--- src/rtl/smap_pkg.sv ---
// ----------------------------------------------------------------------------
// smap_pkg
// types, codes and sizes shared by the sorted alphabet symbol mapper
// ----------------------------------------------------------------------------
package smap_pkg;

  localparam int ALPHABET_MAX = 64;
  localparam int IDX_W        = $clog2(ALPHABET_MAX + 1);
  localparam int CP_W         = 21;
  localparam int OUT_IDX_W    = 7;

  localparam logic [CP_W-1:0] SPACE_POINT = CP_W'(32'h20);

  typedef enum logic [1:0] {
    CMD_ADD   = 2'd0,
    CMD_MAP   = 2'd1,
    CMD_END   = 2'd2,
    CMD_CLEAR = 2'd3
  } smap_cmd_t;

  typedef enum logic [1:0] {
    ST_PRESENT = 2'd0,
    ST_ADDED   = 2'd1,
    ST_FULL    = 2'd2,
    ST_TERM    = 2'd3
  } smap_status_t;

  typedef enum logic [0:0] {
    S_IDLE = 1'b0,
    S_EXEC = 1'b1
  } smap_state_t;

  typedef struct packed {
    smap_cmd_t       command;
    logic [CP_W-1:0] code_point;
  } smap_in_t;

  typedef struct packed {
    logic [OUT_IDX_W-1:0] symbol_index;
    smap_status_t         status;
    logic [OUT_IDX_W-1:0] space_index;
    logic [OUT_IDX_W-1:0] symbol_total;
  } smap_out_t;

  // broadcast to every cell
  typedef struct packed {
    logic            ins;
    logic            clr;
    logic [CP_W-1:0] cp;
  } smap_ctrl_t;

  // handed from one cell to its right neighbor
  typedef struct packed {
    logic            valid;
    logic            lt;
    logic [CP_W-1:0] value;
  } smap_link_t;

endpackage

--- src/rtl/smap_cell.sv ---
// ----------------------------------------------------------------------------
// smap_cell
// one alphabet entry: compares against the broadcast point, takes the point
// or its left neighbor's entry on insert
// ----------------------------------------------------------------------------
module smap_cell (
  input  logic                         clk,
  input  logic                         rst_n,
  input  smap_pkg::smap_ctrl_t         ctrl,
  input  logic [smap_pkg::CP_W-1:0]    home_value,
  input  logic                         home_valid,
  input  smap_pkg::smap_link_t         left,
  output smap_pkg::smap_link_t         right,
  output logic                         eq
);

  logic [smap_pkg::CP_W-1:0] value_r, value_nxt;
  logic                      valid_r, valid_nxt;
  logic                      lt;

  assign lt          = valid_r && (value_r < ctrl.cp);
  assign eq          = valid_r && (value_r == ctrl.cp);
  assign right.valid = valid_r;
  assign right.lt    = lt;
  assign right.value = value_r;

  always_comb begin
    value_nxt = value_r;
    valid_nxt = valid_r;
    if (ctrl.ins) begin
      if (left.lt && !lt) begin
        value_nxt = ctrl.cp;
        valid_nxt = 1'b1;
      end else if (!left.lt) begin
        value_nxt = left.value;
        valid_nxt = left.valid;
      end
    end
  end

  always_ff @(posedge clk) begin
    if (!rst_n || ctrl.clr) begin
      value_r <= home_value;
      valid_r <= home_valid;
    end else begin
      value_r <= value_nxt;
      valid_r <= valid_nxt;
    end
  end

endmodule

--- config.mk ---
export PLATFORM = sky130hd
export DESIGN_NAME = smap_cell
export DESIGN_NICKNAME = d
export VERILOG_FILES = /design/src/rtl/smap_pkg.sv /design/src/rtl/smap_cell.sv
export SDC_FILE = /design/constraint.sdc
export NUM_CORES = 1
export LEC_CHECK = 0
export BUFFER_PORTS_ARGS = -buffer_cell sky130_fd_sc_hd__buf_2
export CORE_AREA = 2 2 79 81
export CTS_CLUSTER_SIZE = 10
export DETAILED_ROUTE_END_ITERATION = 6
export DIE_AREA = 0 0 81 83
export PLACE_DENSITY = 0.67
export SLEW_MARGIN = 20
export SYNTH_ARGS = -nofsm -noshare
export SYNTH_HDL_FRONTEND = slang
export SYNTH_SLANG_ARGS = --single-unit
--- constraint.sdc ---
create_clock -name clk -period 4.6 [get_ports clk]
set_clock_uncertainty 0.15 [all_clocks]
set_input_delay 0.23 -clock clk [delete_from_list [all_inputs] [get_ports clk]]
set_output_delay 0.23 -clock clk [all_outputs]
set_load 0.005 [all_outputs]
Word-level counts from Yosys, hierarchy flattened. Cells that the tools add are included.

$lt $le $gt $ge: 1. Reductions and logical operators: 8. Equality and inequality tests: 2. Multiplexer cells: 8.

Operator list (count): 21-bit two-way mux (4); 21-bit equality test (1); 21-bit < comparator (1); 1-bit two-way mux (4); 1-bit logical AND (3); 3-bit by 1-bit != test with 1-bit output (second input constant) (1); 1-bit logical NOT (2); 2-bit AND reduction (1); 2-bit nonzero test (1); 1-bit logical OR (1).

Logic and storage cells: 21. Bits in registers: 22.

Depth between registers and ports, before layout. Gate-level depths: netlist of the first run.

Word-level depth: 7. Mapped depth: 9. Mapped depth without buffers: 7.

Worst setup path after synthesis of the first run. No wires, ideal clock.

Kind: register to register. Start: register value_r[20] in the netlist's numbering. End: register valid_r (enable). Setup slack: 1.599 ns. Data arrival time: 2.472 ns. Path buffers: 1. Required time: 4.071 ns. Library setup time: 0.379 ns. Clock period less this slack: 3.001 ns. Stages on the path, launching flop included: 8. Cell sequence: edfxtp_1 ha_1 nand4_2 or4_4 a311oi_4 buf_6 o41ai_1 nand2_1.

Cells in the longest elaborated chain, start to end: 6.

RTL lines: from (decl) (line smap_cell.sv:17) `logic [smap_pkg::CP_W-1:0] value_r, value_nxt;`; from (signal assigned) (line smap_cell.sv:43) `value_r <= home_value;`; from (signal assigned) (line smap_cell.sv:46) `value_r <= value_nxt;`; 21-bit < comparator (line smap_cell.sv:21) `assign lt = valid_r && (value_r < ctrl.cp);`; 1-bit logical AND (line smap_cell.sv:21); 1-bit logical NOT (line smap_cell.sv:31) `if (left.lt && !lt) begin`; 1-bit logical AND (line smap_cell.sv:31); 3-bit by 1-bit != test with 1-bit output (no line); 2-bit AND reduction (no line); to (signal assigned) (line smap_cell.sv:44) `valid_r <= home_valid;`; to (signal assigned) (line smap_cell.sv:47) `valid_r <= valid_nxt;`; to (decl) (line smap_cell.sv:18) `logic valid_r, valid_nxt;`.

No other way between the ends. A chain may end at the register's enable or synchronous reset.

Worst setup path after layout of the first run.
Start: register value_r[20] in the netlist's numbering. End: register value_r[14] in the netlist's numbering (enable).

Cells in the longest elaborated chain, start to end: 6.

RTL lines (line): 21-bit < comparator (smap_cell.sv:21); 1-bit logical AND (smap_cell.sv:21); 1-bit logical NOT (smap_cell.sv:31); 1-bit logical AND (smap_cell.sv:31); 3-bit by 1-bit != test with 1-bit output (no line); 2-bit AND reduction (no line).

No other way between the ends.

==> flow_metrics.py, run 1 <==
metrics = {
    "synthesis": {
        "synth_top_cell_by_area": "edfxtp_1",
        "synth.distinct_cells": 33,
        "netlist.area_leader.share_pct": 29.2,
        "synth_fp_nets": 372,
        "seq_area_frac_synth_pct": 29.2,
        "yosysWarnings": 0,
        "synth-seq-cells": 22,
        "synth_area_leaders": "edfxtp_1 (29%), ha_1 (12%), o31ai_1 (7.3%)",
        "synth_edf_count": 22,
        "avgSynthCellArea_sq_um": 8.06,
        "synth_area_sq_um": 2270,
        "synthArstFlopShare_pct": 0,
        "syn_inst": 281,
        "synthFlopType": "edfxtp_1",
    },
    "power_and_ir_drop": {
        "switchingPower_mw": 0.212,
        "combPwrFrac_pct": 34.3,
        "swShare_pct": 31.4,
        "p_seq_share_pct": 39.4,
        "ir_drop_mv": 0.153,
        "clkPwrFrac_pct": 26.3,
        "p_leak_nw": 1.39,
        "p_per_area_nw_per_um2": 242,
        "intPower_mw": 0.463,
        "power_mw": 0.675,
    },
    "clock_network": {
        "cts_made_buffers": 3,
        "cts_setup_buffers": 0,
        "cts-root-buf": "clkbuf_8",
        "ctsHoldBuffers": 0,
        "htree_levels": 1,
        "cts_resized": 0,
        "cts_sinks": 22,
        "cts_buffer_depth": 2,
        "cts_tree": "built",
        "clkTransAtPathRegs_ps": 80,
        "clkLatencyLatePin_ps": 260,
    },
    "routing": {
        "ant_nets": 0,
        "via_count": 2353,
        "drt_wl_total_um": 6550,
        "wl_per_cell_um": 15.2,
        "first_pass_iters": 5,
        "via_per_inst": 5.46,
        "drc": 0,
        "drt-initial-drc-count": 159,
    },
    "setup_path": {
        "reg2reg_to": "value_r[14]$_DFFE_PP_",
        "cp.required_ps": 4340,
        "reg2reg_slack_ps": 1200,
        "crit_type": "register to register",
        "crit_path_max_fanout": 45,
        "r2r-start": "value_r[20]$_DFFE_PP_",
        "r2r_cells": 7,
        "cp-end-kind": "register",
        "cp-start-kind": "register",
        "cp_data_arrival_time_ps": 3130,
    },
    "timing": {
        "fin_ws_ps": 1200,
        "fmax_mhz": 295,
        "relSlewSlack_pct": 38.4,
        "hold_violations": 0,
        "worst_pin_slew_ps": 922,
        "finalCriticalPeriod_ps": 3400,
        "hold_slack_ps": 125,
        "finalSetupTns_ps": 0,
        "fin_crit_sh_pct": 73.8,
        "grt_setup_unrepaired": "false",
        "final_max_slew_viol_count": 0,
        "setup_violations": 0,
    },
    "final_layout": {
        "syn_to_final_growth_pct": 23.3,
        "diodes": 0,
        "final_cells": 431,
        "nFillCells": 625,
        "final_util_pct": 48.0,
        "fin_area_sq_um": 2790,
        "final_layout_size_suffix_gt1_share_pct": 30.3,
        "fin_nets": 448,
    },
    "placed_design": {
        "place.port_buffers": 93,
        "place_inst": 427,
        "pre_cts_ws_ps": 1230,
        "placed_area_sq_um": 2720,
        "place.gp.congestion": 0.844,
        "dp_hpwl_um": 4950,
    },
    "floorplan": {
        "pin_count": 94,
        "die_w_um": 81,
        "core_sq_um": 5820,
        "start_util_pct": 39.0,
        "num_rows": 28,
        "die_h_um": 83,
        "die_area_sq_um": 6720,
    },
    "min_path": {
        "holdCritStartpoint": "home_value[6]",
        "min_to": "value_r[6]$_DFFE_PP_",
        "hold_path_depth": 3,
        "hp-class": "input pin to register",
    },
    "grt": {
        "grt_max_degree": 46,
        "grt_pass1_wl_um": 10500,
        "grt_util_all_layers_pct": 19.6,
        "grt_pass1_vias": 2094,
        "gr-total-overflow": 0,
        "antenna_found_initial": 0,
    },
    "outcome": {
        "status": "completed",
    },
    "flow_run": {
        "drv_cap": 0,
    },
}
==> area by class of cell <==
| cell class | instances | area, sq um | share of cell area [%] |
|---|---|---|---|
| Sequential cell | 22 | 661 | 23.6 |
| Timing Repair Buffer | 99 | 510 | 18.3 |
| Inverter | 23 | 86.3 | 3.09 |
| Clock inverter | 1 | 30.0 | 1.07 |
| Clock buffer | 3 | 41.3 | 1.48 |
| Tap cell | 75 | 93.8 | 3.36 |
| Multi-Input combinational cell | 208 | 1370 | 49.1 |
==> worst max-delay path by stage <==
stage | from | end | slack (ps) | depth (start not counted)
floorplan | value_r[20]$_DFFE_PP_ | valid_r$_DFFE_PP_ | 1600 | 7
global placement | value_r[20]$_DFFE_PP_ | value_r[18]$_DFFE_PP_ | 1310 | 7
detailed placement | value_r[20]$_DFFE_PP_ | value_r[17]$_DFFE_PP_ | 1230 | 7
CTS | value_r[20]$_DFFE_PP_ | value_r[19]$_DFFE_PP_ | 1220 | 7
global route | value_r[20]$_DFFE_PP_ | value_r[14]$_DFFE_PP_ | 1060 | 7
finish | value_r[20]$_DFFE_PP_ | value_r[14]$_DFFE_PP_ | 1200 | 7
==> Yosys cell counts, drive strengths merged, types with 3 or more instances <==
cell type and count:
o31ai 22, inv 23, clkbuf 18, edfxtp 22, and3 22, nand3 24, or4 22, nand2 26
nand4 3, buf 10, ha 21, nor3 22, a21oi 29
==> worst max-delay path, cell delays in order (launching register included) <==
cell and delay [ps]:
edfxtp_1 400, ha_1 330, nand4_2 160, or4_4 600
o211ai_2 170, buf_4 380, o41ai_1 130, nand2_1 690
==> cell usage in the layout (no fill, tap or decap), types with 2 or more instances in the layout <==
cell type  instances
a21oi_1           29
and3_1            22
buf_2             93
buf_4              6
clkbuf_8           3
edfxtp_1          22
ha_1              21
inv_1             23
nand2_1           26
nand3_1           24
nand4_1            2
nor2_1             2
nor3_1            22
o31ai_1           22
or4_1             21
==> metal layers <==
layer / GRT usage (%) / up-vias / share of wire (%)
li1: - / 1207 / -
met1: 31.7 / 1046 / 48
met2: 26.4 / 94 / 43
met3: 3.26 / 6 / 7.4
met4: 4.47 / 0 / 0.81
met5: 0 / - / 0
==> power by group through the flow <==
stage                     registers [mW]  clock network (mW)  logic, mW
after floorplan                    0.269                   0      0.142
after global placement             0.268                   0      0.226
after detailed placement           0.270                   0      0.231
after CTS                          0.265               0.180      0.231
after global routing               0.269               0.192      0.260
final                              0.266               0.178      0.231
==> state kept, by name, summed over array words and instances, names as in the netlist <==
| name | count |
|---|---|
| value_r | 21 |
| valid_r | 1 |
==> cells by family (layout without fill, tap and decap cells) <==
logic type / after synthesis / in the layout / synth area share, %
and+or+nand+nor: 126 / 126 / 30.8
AOI/OAI and AO/OA: 61 / 61 / 18.0
buffers and inverters: 51 / 126 / 10.4
DFF: 22 / 22 / 29.2
adders and majority gates: 21 / 21 / 11.6
Note: power is estimated with default switching activity, not from simulation.
==> inputs of run 2 (changes only) <==
Settings changed: PLACE_DENSITY 0.67 to 0.69.
Clock period 4.6 ns to 3 ns, I/O delays scaled along.
==> run 2 against run 1 <==
  * Combinational power rose by 54%
  * Count of clock-buffer cells in the layout is the same
  * Global-route usage is 0.67 points lower
  * Total power grew 39%
  * Setup slack got worse by 1000 ps
  * Sequential power is 55% higher
  * Cell count increased by 0.23%
==> flow_metrics.py, run 2 (synthesis results as in run 1) <==
metrics = {
    "floorplan": {
        "start_util_pct": 39.0,
        "core_sq_um": 5820,
        "die_h_um": 83,
        "die_w_um": 81,
        "pin_count": 94,
        "num_rows": 28,
        "die_area_sq_um": 6720,
    },
    "setup_path": {
        "crit_cells": 7,
        "cp-end-kind": "output pin",
        "worst_path_largest_cell_delay_ps": 600,
        "crit_buf_inv": 2,
        "crit_type": "register to output pin",
        "cp.required_ps": 2700,
        "r2r_cells": 7,
        "cp_data_arrival_time_ps": 2510,
        "cp_cell_sequence": "ha_1 > nand4_2 > or4_4 > o211ai_2 > buf_4 > nor3_1 > buf_2",
        "cpLargestDelayFamily": "simple AND/OR/NAND/NOR gates",
        "cp-start-kind": "register",
        "crit_path_max_fanout": 34,
        "reg2reg_slack_ps": 260,
        "slowest_stage": "or4_4",
    },
    "power_and_ir_drop": {
        "ir_drop_mv": 0.150,
        "power_mw": 0.940,
        "p_leak_nw": 1.40,
        "p_per_area_nw_per_um2": 335,
    },
    "grt": {
        "grt_util_all_layers_pct": 18.9,
        "grt_max_degree": 46,
        "antenna_found_initial": 0,
        "gr-total-overflow": 0,
        "grt_pass1_wl_um": 10300,
        "grt_pass1_vias": 2141,
    },
    "clock_network": {
        "cts_sinks": 22,
        "cts_tree": "built",
        "cts_made_buffers": 3,
        "cts-root-buf": "clkbuf_8",
        "cts_buffer_depth": 2,
        "cts_setup_buffers": 0,
        "ctsHoldBuffers": 0,
        "cts_resized": 0,
        "clkLatencyLatePin_ps": 250,
        "htree_levels": 1,
        "clkTransAtPathRegs_ps": 70,
    },
    "final_layout": {
        "final_layout_size_suffix_gt1_share_pct": 30.8,
        "final_cells": 432,
        "diodes": 0,
        "regMostFlops": "value_r",
        "final_common_cell": "buf_2",
        "fin_nets": 450,
        "syn_to_final_growth_pct": 23.9,
        "largest_reg_flops": 21,
        "mostFrequentLayoutCells": "buf_2 (93), a21oi_1 (29), nand2_1 (25)",
        "nFillCells": 606,
        "top_regs": "value_r x21, valid_r x1",
    },
    "routing": {
        "drt-initial-drc-count": 147,
        "via_count": 2386,
        "via_per_inst": 5.52,
        "wl_per_cell_um": 15.1,
        "drt_wl_total_um": 6540,
        "first_pass_iters": 4,
        "drc": 0,
        "ant_nets": 0,
    },
    "placed_design": {
        "place.gp.congestion": 0.894,
        "place_inst": 429,
        "dp_hpwl_um": 5060,
        "place.port_buffers": 93,
    },
    "timing": {
        "grt_setup_unrepaired": "false",
        "finalCriticalPeriod_ps": 2810,
        "final_max_slew_viol_count": 0,
        "setup_violations": 0,
        "hold_violations": 0,
        "fin_crit_sh_pct": 93.5,
        "fmax_mhz": 356,
        "finalSetupTns_ps": 0,
        "relSlewSlack_pct": 64.5,
        "worst_pin_slew_ps": 532,
    },
    "min_path": {
        "hold_path_depth": 3,
        "hp-class": "input pin to register",
    },
    "flow_run": {
        "drv_cap": 0,
    },
    "outcome": {
        "status": "completed",
    },
}
## run 2: changes by cell type in the layout (fill, tap and decap cells not counted)
cell / before / now
nand2_1: 26 / 25
buf_12: 0 / 2
nand2_2: 0 / 1
bufinv_16: 1 / 0
## run 2: stage by stage
| step | setup slack (ps) | area (sq um) | hold slack, ps | util, % |
|---|---|---|---|---|
| finish | 194 | 2810 | 48.2 | 48.3 |
| detailed placement | 272 | 2770 | 307 | 47.5 |
| CTS | 190 | 2810 | 45.0 | 48.3 |
| global placement | 331 | 2770 | 308 | 47.5 |
| floorplan | 207 | 2270 | 208 | - |
| global route | 102 | 2810 | 57.3 | 48.3 |
## run 2: path summary, 6_finish.rpt
path | end | from
setup / recovery | right[21] | value_r[20]$_DFFE_PP_
hold / removal | value_r[12]$_DFFE_PP_ | home_value[12]
setup reg to reg | value_r[12]$_DFFE_PP_ | value_r[20]$_DFFE_PP_
hold reg to reg | value_r[20]$_DFFE_PP_ | valid_r$_DFFE_PP_
## run 2: routing by layer
layer	part of all wire (%)	global-route usage (%)	up-vias
met5	0	0	-
met4	1.5	6.01	0
met3	5.1	1.20	8
met2	45	27.9	79
met1	48	29.0	1092
li1	-	-	1207
## run 2: tightest hold or removal path, cell delays in order
cell	delay, ps
buf_2	70
a21oi_1	50
nand3_1	70
## run 2: cell type report
| cell class | instances | area [sq um] | share of cell area [%] |
|---|---|---|---|
| clock buffers | 3 | 41.3 | 1.47 |
| inverters | 23 | 86.3 | 3.08 |
| multi-input cells | 208 | 1370 | 49.0 |
| flip-flops and latches | 22 | 661 | 23.5 |
| well taps | 75 | 93.8 | 3.34 |
| repair buffers | 101 | 551 | 19.6 |
## run 2: report_power, final
group          internal (mW)  leakage [nW]  switching [mW]
Combinational          0.152          1.15           0.204
Sequential             0.385         0.231          0.0266
Clock                 0.0893        0.0216          0.0829
